[config.mk]
export PLATFORM = sky130hd
export DESIGN_NAME = serial_interface_dma_controller
export DESIGN_NICKNAME = d
export VERILOG_FILES = /design/src/design/sidc_pkg.sv /design/src/design/serial_interface_dma_controller.sv /design/src/design/sidc_in_stage.sv /design/src/design/sidc_ctrl.sv /design/src/design/sidc_out_stage.sv
export SDC_FILE = /design/constraint.sdc
export NUM_CORES = 1
export LEC_CHECK = 0
export BUFFER_PORTS_ARGS = -buffer_cell sky130_fd_sc_hd__buf_2
export CORE_MARGIN = 2
export CORE_UTILIZATION = 40
export DETAILED_ROUTE_END_ITERATION = 10
export HOLD_SLACK_MARGIN = 0.06
export PLACE_DENSITY = 0.67
export SLEW_MARGIN = 20
export SYNTH_ARGS = -nofsm -noshare
export SYNTH_HDL_FRONTEND = slang
export SYNTH_HIERARCHICAL = 1
export SYNTH_SLANG_ARGS = --single-unit
[constraint.sdc]
create_clock -name clk -period 7.4 [get_ports clk]
set_clock_uncertainty 0.1 [all_clocks]
set_input_delay 0.74 -clock clk [delete_from_list [all_inputs] [get_ports clk]]
set_output_delay 0.74 -clock clk [all_outputs]
set_load 0.02 [all_outputs]
[src/design/sidc_pkg.sv]
`timescale 1ns / 1ps
// ----------------------------------------------------------------------------
// sidc_pkg
// Shared types and constants for the serial interface DMA controller.
// ----------------------------------------------------------------------------
package sidc_pkg;

  // item modes
  localparam logic [2:0] MODE_REG_RD = 3'd0;
  localparam logic [2:0] MODE_REG_WR = 3'd1;
  localparam logic [2:0] MODE_RAM_RD = 3'd2;
  localparam logic [2:0] MODE_RAM_WR = 3'd3;
  localparam logic [2:0] MODE_TICK   = 3'd4;

  // register word indexes
  localparam logic [2:0] REG_MEM_ADDR = 3'd0;
  localparam logic [2:0] REG_RD_SRC   = 3'd1;
  localparam logic [2:0] REG_WR_SRC   = 3'd4;
  localparam logic [2:0] REG_STATUS   = 3'd6;

  // configuration register indexes
  localparam logic [1:0] CFG_DMA_RD_TIME = 2'd0;
  localparam logic [1:0] CFG_DMA_WR_TIME = 2'd1;
  localparam logic [1:0] CFG_IO_WR_TIME  = 2'd2;

  // configuration reset values
  localparam logic [15:0] DMA_RD_TIME_RST = 16'd14000;
  localparam logic [15:0] DMA_WR_TIME_RST = 16'd4065;
  localparam logic [15:0] IO_WR_TIME_RST  = 16'd2150;

  // phase codes
  localparam logic [11:0] PHASE_PIF = 12'h9b0;
  localparam logic [11:0] PHASE_RD  = 12'h140;
  localparam logic [11:0] PHASE_WR  = 12'h410;

  // command area start inside the 2 KiB window
  localparam logic [10:0] CMD_AREA = 11'h7c0;

  typedef struct packed {
    logic [2:0]  mode;
    logic [31:0] address;
    logic [31:0] write_data;
    logic [31:0] ram_word;
    logic [31:0] tick_cycles;
  } item_t;

  typedef struct packed {
    logic [31:0] read_data;
    logic        irq_level;
    logic        ram_write_go;
    logic        command_go;
    logic        io_finished;
    logic        dma_finished;
    logic        dma_toward_memory;
    logic [23:0] dma_memory_address;
    logic [31:0] dma_ram_address;
  } result_t;

endpackage

[src/design/serial_interface_dma_controller.sv]
`timescale 1ns / 1ps
// ----------------------------------------------------------------------------
// serial_interface_dma_controller
// Control part of an emulated serial interface: register and controller RAM
// accesses, time ticks, DMA and I/O countdowns, interrupt flag.
//
//   channel  direction  handshake              payload
//   in_      input      in_valid / in_stall    mode, address, write_data,
//                                              ram_word, tick_cycles
//   out_     output     out_valid / out_stall  read_data, irq_level, events,
//                                              DMA address fields
//   cfg_     input      cfg_write_en           cfg_index, cfg_write_data
//
// One item per cycle sustained while out_stall stays low; each item passes
// the input register, then the result register, and its result is offered
// on out_ from the result register until it is taken.
// All item work is one pass of compares and 16-bit subtracts in sidc_ctrl.
// Synchronous active-low reset clears control state and loads the timing registers with their reset values.
// A stall on out_ holds the result register and backs up into in_stall.
// ----------------------------------------------------------------------------
module serial_interface_dma_controller (
  input  logic        clk,
  input  logic        rst_n,
  input  logic        cfg_write_en,
  input  logic [1:0]  cfg_index,
  input  logic [15:0] cfg_write_data,
  input  logic        in_valid,
  output logic        in_stall,
  input  logic [2:0]  in_mode,
  input  logic [31:0] in_address,
  input  logic [31:0] in_write_data,
  input  logic [31:0] in_ram_word,
  input  logic [31:0] in_tick_cycles,
  output logic        out_valid,
  input  logic        out_stall,
  output logic [31:0] out_read_data,
  output logic        out_irq_level,
  output logic        out_ram_write_go,
  output logic        out_command_go,
  output logic        out_io_finished,
  output logic        out_dma_finished,
  output logic        out_dma_toward_memory,
  output logic [23:0] out_dma_memory_address,
  output logic [31:0] out_dma_ram_address
);
  import sidc_pkg::*;

  item_t   in_item, s1_item;
  result_t ctrl_res, out_res;
  logic    s1_vld, out_ready, fire;

  assign in_item = '{mode:        in_mode,
                     address:     in_address,
                     write_data:  in_write_data,
                     ram_word:    in_ram_word,
                     tick_cycles: in_tick_cycles};

  // held item moves on when the result register has room
  assign fire = s1_vld && out_ready;

  sidc_in_stage u_in (
    .clk      (clk),
    .rst_n    (rst_n),
    .in_valid (in_valid),
    .in_stall (in_stall),
    .in_item  (in_item),
    .take     (out_ready),
    .vld      (s1_vld),
    .item     (s1_item)
  );

  sidc_ctrl u_ctrl (
    .clk            (clk),
    .rst_n          (rst_n),
    .cfg_write_en   (cfg_write_en),
    .cfg_index      (cfg_index),
    .cfg_write_data (cfg_write_data),
    .fire           (fire),
    .item           (s1_item),
    .res            (ctrl_res)
  );

  sidc_out_stage u_out (
    .clk       (clk),
    .rst_n     (rst_n),
    .fire      (fire),
    .res       (ctrl_res),
    .ready     (out_ready),
    .out_valid (out_valid),
    .out_stall (out_stall),
    .out_res   (out_res)
  );

  // result fields
  assign out_read_data          = out_res.read_data;
  assign out_irq_level          = out_res.irq_level;
  assign out_ram_write_go       = out_res.ram_write_go;
  assign out_command_go         = out_res.command_go;
  assign out_io_finished        = out_res.io_finished;
  assign out_dma_finished       = out_res.dma_finished;
  assign out_dma_toward_memory  = out_res.dma_toward_memory;
  assign out_dma_memory_address = out_res.dma_memory_address;
  assign out_dma_ram_address    = out_res.dma_ram_address;

endmodule

[src/design/sidc_in_stage.sv]
`timescale 1ns / 1ps
// ----------------------------------------------------------------------------
// sidc_in_stage
// Input register: captures one item per transfer and holds it until the
// control stage takes it.
// ----------------------------------------------------------------------------
module sidc_in_stage (
  input  logic           clk,
  input  logic           rst_n,
  input  logic           in_valid,
  output logic           in_stall,
  input  sidc_pkg::item_t in_item,
  input  logic           take,
  output logic           vld,
  output sidc_pkg::item_t item
);
  import sidc_pkg::*;

  logic  vld_r, vld_nxt;
  item_t item_r;
  logic  load;

  // stall only while a held item cannot move on
  assign in_stall = vld_r && !take;
  assign load     = in_valid && !in_stall;

  assign vld_nxt = load ? 1'b1 : (take ? 1'b0 : vld_r);

  // valid flag
  always_ff @(posedge clk) begin
    if (!rst_n) begin
      vld_r <= 1'b0;
    end else begin
      vld_r <= vld_nxt;
    end
  end

  // payload
  always_ff @(posedge clk) begin
    if (load) begin
      item_r <= in_item;
    end
  end

  assign vld  = vld_r;
  assign item = item_r;

endmodule

[src/design/sidc_ctrl.sv]
`timescale 1ns / 1ps
// ----------------------------------------------------------------------------
// sidc_ctrl
// Controller state: address registers, busy and phase bits, countdown
// timers, interrupt flag and timing registers. Works out one result per item.
// ----------------------------------------------------------------------------
module sidc_ctrl (
  input  logic             clk,
  input  logic             rst_n,
  input  logic             cfg_write_en,
  input  logic [1:0]       cfg_index,
  input  logic [15:0]      cfg_write_data,
  input  logic             fire,
  input  sidc_pkg::item_t  item,
  output sidc_pkg::result_t res
);
  import sidc_pkg::*;

  // timing registers
  logic [15:0] dma_rd_time_r, dma_wr_time_r, io_wr_time_r;

  // controller state
  logic [23:0] mem_addr_r,   mem_addr_nxt;
  logic [31:0] rd_src_r,     rd_src_nxt;
  logic [31:0] wr_src_r,     wr_src_nxt;
  logic        dma_pend_r,   dma_pend_nxt;
  logic        dma_dir_r,    dma_dir_nxt;
  logic        dma_busy_r,   dma_busy_nxt;
  logic        io_busy_r,    io_busy_nxt;
  logic [11:0] phase_r,      phase_nxt;
  logic        irq_r,        irq_nxt;
  logic [15:0] dma_cnt_r,    dma_cnt_nxt;
  logic [15:0] io_cnt_r,     io_cnt_nxt;
  logic [31:0] io_latch_r,   io_latch_nxt;

  logic [2:0]  idx;
  logic        io_exp, dma_exp;
  logic [11:0] status_lo;

  assign idx = item.address[4:2];

  // timer expiry for a tick
  assign io_exp  = io_busy_r  && ({16'd0, io_cnt_r}  <= item.tick_cycles);
  assign dma_exp = dma_pend_r && ({16'd0, dma_cnt_r} <= item.tick_cycles);

  assign status_lo = phase_r | {10'd0, io_busy_r, dma_busy_r};

  // next state and result
  always_comb begin
    mem_addr_nxt = mem_addr_r;
    rd_src_nxt   = rd_src_r;
    wr_src_nxt   = wr_src_r;
    dma_pend_nxt = dma_pend_r;
    dma_dir_nxt  = dma_dir_r;
    dma_busy_nxt = dma_busy_r;
    io_busy_nxt  = io_busy_r;
    phase_nxt    = phase_r;
    irq_nxt      = irq_r;
    dma_cnt_nxt  = dma_cnt_r;
    io_cnt_nxt   = io_cnt_r;
    io_latch_nxt = io_latch_r;
    res          = '0;

    case (item.mode)
      MODE_REG_RD: begin
        case (idx)
          REG_MEM_ADDR: res.read_data = {8'd0, mem_addr_r};
          REG_RD_SRC:   res.read_data = rd_src_r;
          REG_WR_SRC:   res.read_data = wr_src_r;
          REG_STATUS:   res.read_data = {19'd0, irq_r, status_lo};
          default:      res.read_data = '0;
        endcase
      end
      MODE_REG_WR: begin
        case (idx)
          REG_MEM_ADDR: mem_addr_nxt = {item.write_data[23:3], 3'd0};
          REG_RD_SRC: begin
            rd_src_nxt   = {item.write_data[31:1], 1'b0};
            dma_dir_nxt  = 1'b1;
            dma_pend_nxt = 1'b1;
            dma_busy_nxt = 1'b1;
            phase_nxt    = PHASE_RD;
            dma_cnt_nxt  = dma_rd_time_r;
          end
          REG_WR_SRC: begin
            wr_src_nxt   = {item.write_data[31:1], 1'b0};
            dma_dir_nxt  = 1'b0;
            dma_pend_nxt = 1'b1;
            dma_busy_nxt = 1'b1;
            phase_nxt    = PHASE_WR;
            dma_cnt_nxt  = dma_wr_time_r;
          end
          REG_STATUS: irq_nxt = 1'b0;
          default: ;
        endcase
      end
      MODE_RAM_RD: begin
        if (io_busy_r) begin
          // read while a word write is in flight returns the latched word
          res.read_data = io_latch_r;
          io_busy_nxt   = 1'b0;
          io_cnt_nxt    = '0;
        end else begin
          res.read_data = item.ram_word;
        end
      end
      MODE_RAM_WR: begin
        if (!io_busy_r) begin
          io_busy_nxt      = 1'b1;
          dma_busy_nxt     = 1'b1;
          phase_nxt        = PHASE_PIF;
          io_latch_nxt     = item.write_data;
          io_cnt_nxt       = io_wr_time_r;
          res.ram_write_go = 1'b1;
          res.command_go   = (item.address[10:0] >= CMD_AREA);
        end
      end
      MODE_TICK: begin
        if (item.tick_cycles != '0) begin
          // saturating countdowns
          if (io_busy_r) begin
            io_cnt_nxt = io_exp ? 16'd0 : (io_cnt_r - item.tick_cycles[15:0]);
          end
          if (dma_pend_r) begin
            dma_cnt_nxt = dma_exp ? 16'd0 : (dma_cnt_r - item.tick_cycles[15:0]);
          end
          if (io_exp) begin
            io_busy_nxt     = 1'b0;
            dma_busy_nxt    = 1'b0;
            phase_nxt       = '0;
            irq_nxt         = 1'b1;
            res.io_finished = 1'b1;
          end
          if (dma_exp) begin
            res.dma_finished       = 1'b1;
            res.dma_toward_memory  = dma_dir_r;
            res.dma_memory_address = mem_addr_r;
            res.dma_ram_address    = dma_dir_r ? rd_src_r : wr_src_r;
            dma_pend_nxt           = 1'b0;
            dma_busy_nxt           = 1'b0;
            phase_nxt              = '0;
            irq_nxt                = 1'b1;
          end
        end
      end
      default: ;
    endcase

    res.irq_level = irq_nxt;
  end

  // timing registers: the user writes them only while idle; the block itself does not enforce it
  always_ff @(posedge clk) begin
    if (!rst_n) begin
      dma_rd_time_r <= DMA_RD_TIME_RST;
      dma_wr_time_r <= DMA_WR_TIME_RST;
      io_wr_time_r  <= IO_WR_TIME_RST;
    end else if (cfg_write_en) begin
      case (cfg_index)
        CFG_DMA_RD_TIME: dma_rd_time_r <= cfg_write_data;
        CFG_DMA_WR_TIME: dma_wr_time_r <= cfg_write_data;
        CFG_IO_WR_TIME:  io_wr_time_r  <= cfg_write_data;
        default: ;
      endcase
    end
  end

  // state update on each transfer into the result register
  always_ff @(posedge clk) begin
    if (!rst_n) begin
      mem_addr_r <= '0;
      rd_src_r   <= '0;
      wr_src_r   <= '0;
      dma_pend_r <= 1'b0;
      dma_dir_r  <= 1'b0;
      dma_busy_r <= 1'b0;
      io_busy_r  <= 1'b0;
      phase_r    <= '0;
      irq_r      <= 1'b0;
      dma_cnt_r  <= '0;
      io_cnt_r   <= '0;
      io_latch_r <= '0;
    end else if (fire) begin
      mem_addr_r <= mem_addr_nxt;
      rd_src_r   <= rd_src_nxt;
      wr_src_r   <= wr_src_nxt;
      dma_pend_r <= dma_pend_nxt;
      dma_dir_r  <= dma_dir_nxt;
      dma_busy_r <= dma_busy_nxt;
      io_busy_r  <= io_busy_nxt;
      phase_r    <= phase_nxt;
      irq_r      <= irq_nxt;
      dma_cnt_r  <= dma_cnt_nxt;
      io_cnt_r   <= io_cnt_nxt;
      io_latch_r <= io_latch_nxt;
    end
  end

endmodule

[src/design/sidc_out_stage.sv]
`timescale 1ns / 1ps
// ----------------------------------------------------------------------------
// sidc_out_stage
// Result register: holds one result until the downstream side takes it.
// ----------------------------------------------------------------------------
module sidc_out_stage (
  input  logic              clk,
  input  logic              rst_n,
  input  logic              fire,
  input  sidc_pkg::result_t res,
  output logic              ready,
  output logic              out_valid,
  input  logic              out_stall,
  output sidc_pkg::result_t out_res
);
  import sidc_pkg::*;

  logic    vld_r, vld_nxt;
  result_t res_r;

  // room when empty or when the held result leaves this cycle
  assign ready   = !vld_r || !out_stall;
  assign vld_nxt = fire ? 1'b1 : (out_stall ? vld_r : 1'b0);

  // valid flag
  always_ff @(posedge clk) begin
    if (!rst_n) begin
      vld_r <= 1'b0;
    end else begin
      vld_r <= vld_nxt;
    end
  end

  // payload
  always_ff @(posedge clk) begin
    if (fire) begin
      res_r <= res;
    end
  end

  assign out_valid = vld_r;
  assign out_res   = res_r;

endmodule

# Word-level counts from Yosys, hierarchy flattened
# Cells that the tools add are included.
# word_totals
regBits	415
latch_bits	0
ram_bits	0
rom_bits	0
inputBits	154
out_inout_bits	96
word_cells	141
memories	0
# op_classes
n_addsub	2
n_mul	0
div_mod_pow	0
magnitude_cmp	3
eq_ne	20
shifts	0
muxes	45
bitwise_logic	3
reduce_logical	37
# ops
cell	count
2-to-1 mux 16 bit	8
one-hot mux 32 bit (4 select lines)	1
less-or-equal comparator 16 x 32 -> 1 bit	2
2-to-1 mux 32 bit	2
one-hot mux 16 bit (2 select lines)	2
one-hot mux 32 bit (2 select lines)	1
2-to-1 mux 58 bit	1
2-to-1 mux 12 bit	4
one-hot mux 16 bit (3 select lines)	1
one-hot mux 12 bit (3 select lines)	1
nonzero test 32 bit	1
subtractor 16 bit	2
one-hot mux 12 bit (2 select lines)	1
AND reduction 3 bit	6
AND reduction 6 bit	3
2-to-1 mux 1 bit	17
!= test 2 x 1 -> 1 bit (second input constant)	7
bitwise OR 12 x 2 -> 12 bit	1
>= comparator 11 bit (second input constant)	1
AND reduction 5 bit	2
equality test 3 bit (second input constant)	3
AND reduction 2 bit	4
equality test 3 x 1 -> 1 bit (second input constant)	2
equality test 3 x 2 -> 1 bit (second input constant)	2
other kinds (17)	35

# Longest topological paths before layout
# logic_depth
depth_word	7
depth_mapped	14
mapped_depth_nobuf	12

# Cells and area by module
# Netlist, hierarchy kept.
# by_module_without_submodules
mod	instances	cells_each	area_each_um2	seq_area_each_um2
sidc_ctrl	1	1532	11415.9	4103.9
sidc_in_stage	1	135	3981.3	3953.8
sidc_out_stage	1	98	2857.7	2842.7
serial_interface_dma_controller	1	1	6.3	0.0

# Worst setup path before layout
# OpenSTA, ideal clock, no wires.
# synth_path
kind	input-to-reg
start	input out_stall
end	register u_in.item_r, in the netlist u_in/item[0] (enable)
setup_time_ns	0.639
t_arrival_ns	6.734
t_required_ns	6.661
path_slack_ns	-0.073
cell_stages	3
n_path_buf	0
path_cell_list	nand2_1 > nor2b_4 > nor2b_1
# synth_via
elab_chain_cells	6
# synth_rtl
element	line	source
from (decl)	serial_interface_dma_controller.sv:35	input logic out_stall,
zero test 1 bit	sidc_out_stage.sv:22	assign ready = !vld_r || !out_stall;
logical OR 1 bit	sidc_out_stage.sv:22	
zero test 1 bit	sidc_in_stage.sv:24	assign in_stall = vld_r && !take;
logical AND 1 bit	sidc_in_stage.sv:24	
via in_stall	serial_interface_dma_controller.sv:28	output logic in_stall,
zero test 1 bit	sidc_in_stage.sv:25	assign load = in_valid && !in_stall;
logical AND 1 bit	sidc_in_stage.sv:25	
via u_in.load	sidc_in_stage.sv:21	logic load;
to (signal assigned)	sidc_in_stage.sv:41	item_r <= in_item;
to (decl)	sidc_in_stage.sv:20	item_t item_r;
# The timed path passes the listed nets, and every way through them passes these cells.
# A chain may end at the register's enable or synchronous reset.

# Final worst setup path
# layout_path
start	register u_in.item_r, in the netlist u_in/item[0]
end	register u_out.res_r, in the netlist u_out/out_res[47], data pin
# layout_via
elab_chain_cells	3
word_cells_on_any_way	4
cone_classes	order compare: 1; reduce/logical: 3
# layout_rtl
element	line	source
less-or-equal comparator 16 x 32 -> 1 bit	sidc_ctrl.sv:44	assign dma_exp = dma_pend_r && ({16'd0, dma_cnt_r} <= item.tick_cycles);
logical AND 1 bit	sidc_ctrl.sv:44	
AND reduction 3 bit (no line) *	-	
to (signal assigned)	sidc_out_stage.sv:37	res_r <= res;
to (decl)	sidc_out_stage.sv:19	result_t res_r;
# Every way passes the cells marked *; elsewhere a longest branch is shown, timed or not.

==> results.txt <==
----------------------------------------------------
[Setup path]
  FF-to-FF setup slack ... 3.15 ns
  Crit-path slowest cell ... sky130_fd_sc_hd__nand2b_2
  Worst Path Class, Setup ... reg2reg
  Total number of cells along the worst setup path ... 11
  Worst Setup Start Kind ... register
  Ordered cell list for the critical path ... ha_1 > inv_1 > fa_1 > a21o_1 > a211o_1 > a2111oi_4 > or2_4 > o311a_4 > nand2b_2 > clkinv_2 > and2_1
  Category of the worst setup path capture point ... register
  Worst reg2reg endpoint ... u_out/out_res[47]
  Worst path buffer plus inverter count ... 2
  Max stage delay on crit path ... 0.71 ns
  Arrival time at the worst endpoint ... 4.48 ns
  Reg2Reg Depth ... 11
  Startpoint of the most critical register-to-register path ... u_in/item[0]
  Max Fanout on Critical Path ... 33
  Worst endpoint required time ... 7.64 ns
  Dominant delay contributor by cell family on the critical path ... simple AND/OR/NAND/NOR gates

[Run status]
  Status ... complete, no violations

[Clock network]
  Number of buffers inserted to repair setup after CTS ... 0
  Clock-pin slew on the worst setup and hold paths ... 0.06 ns
  Number of sinks handled by clock tree synthesis ... 408
  Post-cts sizing count ... 0
  Clk Latency, worst-skew pair ... 0.59 ns
  Clock tree from TritonCTS ... done
  Clock tree root driver cell ... sky130_fd_sc_hd__clkbuf_16
  Number of buffers created by CTS ... 47
  Maximum count of clock buffers along a single path ... 3
  Level count of the clock H-tree ... 2
  Hold-fix buffer count after cts ... 0

[STA]
  Setup repair after global routing missed its margin ... false
  Worst slew pin tran ... 1.11 ns
  Final-report max-slew violation count ... 0
  Number of setup violations in the final report ... 0
  Minimum clock period after layout ... 4.25 ns
  Sum of negative setup slack ... 0 ns
  Fmax ... 0.235 GHz
  Slew headroom ... 0.258
  Final hold slack ... 0.217 ns
  Hold Vio Cnt, Final ... 0
  Fin crit share ... 0.574

[Synth]
  Synth Area per Inst ... 10.1 µm²
  Syn. warnings ... 6
  Cell area after synthesis ... 17,500 µm²
  Number of instances in the synthesized netlist ... 1,742

[Floorplan]
  Io pins ... 250
  Floorplan die area ... 45,500 µm²
  Area of the placeable core ... 43,200 µm²
  Initial standard-cell utilization of the core ... 0.406
  Number of core rows ... 76
  Die Width ... 213 µm
  Die Span Y ... 213 µm

[Pwr]
  Internal power contribution ... 3940 µW
  Leakage ... 0.00769 µW
  Switching power of the nets ... 1200 µW
  Max IR drop VDD ... 0.165 mV
  Switching fraction of total power ... 0.233
  Power density cells ... 248 nW/µm²
  Fraction of power consumed by combinational cells ... 0.062
  Clock power frac ... 0.455
  Flop pwr share ... 0.483

[Placement]
  Dpl hpwl ... 31,500 µm
  Last weighted congestion value of the routability-driven placer ... 0.884
  Placed inst area ... 19,100 µm²
  Buffers on Ports ... 225

[Global routing]
  Wire length of the first global-routing pass ... 74,300 µm
  GR Overflow Total ... 0
  Antenna violations before repair ... 6
  Vias in the first global route ... 13,300
  Largest net degree at the start of global routing ... 99
  Total track usage ... 0.214

[Job]
  Max-capacitance violation count ... 0

[Drt]
  Via count ... 13,700
  Via density per instance ... 5.37
  Detailed Routing Iterations Pass 1 ... 5
  Routed WL ... 49,500 µm
  Count of antenna-violating nets left after detailed routing ... 0
  1st-iter DRT viols ... 996
  Wire per inst ... 19.4 µm
  DRC violation count after routing ... 0

[Min path]
  Hold Path Origin ... in_tick_cycles[9]
  Worst hold-check path type ... in2reg
  Endpoint of the worst hold path ... u_in/item[9]
  Number of cells on the worst hold path ... 1

[Cells and area]
  Layout Area Growth over Synthesis ... 18.0%
  Layout cells sized above 1 ... 0.196
  Most common library cell in the layout ignoring fill and taps ... sky130_fd_sc_hd__nand2_1
  Layout Cell Area excl Fill ... 20,700 µm²
  Net total in the final layout ... 2,112
  Highest-count cells in the layout ignoring fill and taps ... sky130_fd_sc_hd__nand2_1, sky130_fd_sc_hd__buf_2, sky130_fd_sc_hd__a21oi_1, sky130_fd_sc_hd__dfxtp_1, sky130_fd_sc_hd__edfxtp_1

----------------------------------------------------
[final cells by class]
class	count	area [µm²]
fillers	4041	22500
clock buffers	65	1320
clock inverters	23	255
repair buffers	241	1250
inverters	31	120
flip-flops and latches	408	10200
multi-input cells	1195	6850
well taps	585	732
diodes	2	5.00
[power groups by stage]
| stage | logic, µW | clock network (µW) | registers [µW] |
|---|---|---|---|
| after floorplan | 171 | 0 | 2550 |
| after detailed placement | 318 | 0 | 2530 |
| after global routing | 347 | 2490 | 2490 |
| final | 319 | 2340 | 2480 |
| after CTS | 319 | 2390 | 2490 |
| after global placement | 312 | 0 | 2530 |
[through the flow]
stage | cells | total power [µW] | setup slack [ns] | util
final | 2550 | 5140 | 3.15 | 0.480
after global routing | 2550 | 5330 | 3.00 | 0.480
after CTS | 2548 | 5190 | 3.18 | 0.479
after detailed placement | 2460 | 2850 | 3.22 | 0.443
after global placement | 2460 | 2840 | 3.25 | 0.443
after floorplan | 1745 | 2720 | 1.03 | -
[worst max-delay path by stage]
stage	from	to
detailed placement	u_in/item[0]	u_out/out_res[40]
global route	u_in/item[0]	u_out/out_res[47]
CTS	u_in/item[0]	u_out/out_res[40]
finish	u_in/item[0]	u_out/out_res[47]
floorplan	out_stall	u_in/item[0]
global placement	u_in/item[0]	u_out/out_res[53]
[flip-flops by register name, summed over array words and instances, names as in the netlist, 5 cells and up]
name and cells:
u_in/item 107, u_ctrl/io_latch_r 32, u_ctrl/mem_addr_r 21, u_ctrl/wr_src_r 31
u_ctrl/dma_wr_time_r 16, u_ctrl/dma_rd_time_r 16, u_ctrl/io_cnt_r 16, u_ctrl/io_wr_time_r 16
u_out/out_res 94, u_ctrl/dma_cnt_r 16, u_ctrl/phase_r 5, u_ctrl/rd_src_r 31
[per-layer routing]
layer,vias to the layer above,track usage,share of wire
met4,8,0.0972,0.034
met3,99,0.0387,0.068
li1,6488,-,-
met2,503,0.363,0.48
met1,6589,0.266,0.41
met5,-,0,0.0012
[worst reg2reg max path, stage by stage (launching register included)]
cell and delay (ns):
sky130_fd_sc_hd__edfxtp_1 0.48, sky130_fd_sc_hd__ha_1 0.26, sky130_fd_sc_hd__inv_1 0.07, sky130_fd_sc_hd__fa_1 0.20
sky130_fd_sc_hd__a21o_1 0.17, sky130_fd_sc_hd__a211o_1 0.23, sky130_fd_sc_hd__a2111oi_4 0.11, sky130_fd_sc_hd__or2_4 0.29
sky130_fd_sc_hd__o311a_4 0.35, sky130_fd_sc_hd__nand2b_2 0.71, sky130_fd_sc_hd__clkinv_2 0.65, sky130_fd_sc_hd__and2_1 0.37
Power figures use the tool's default switching activity.
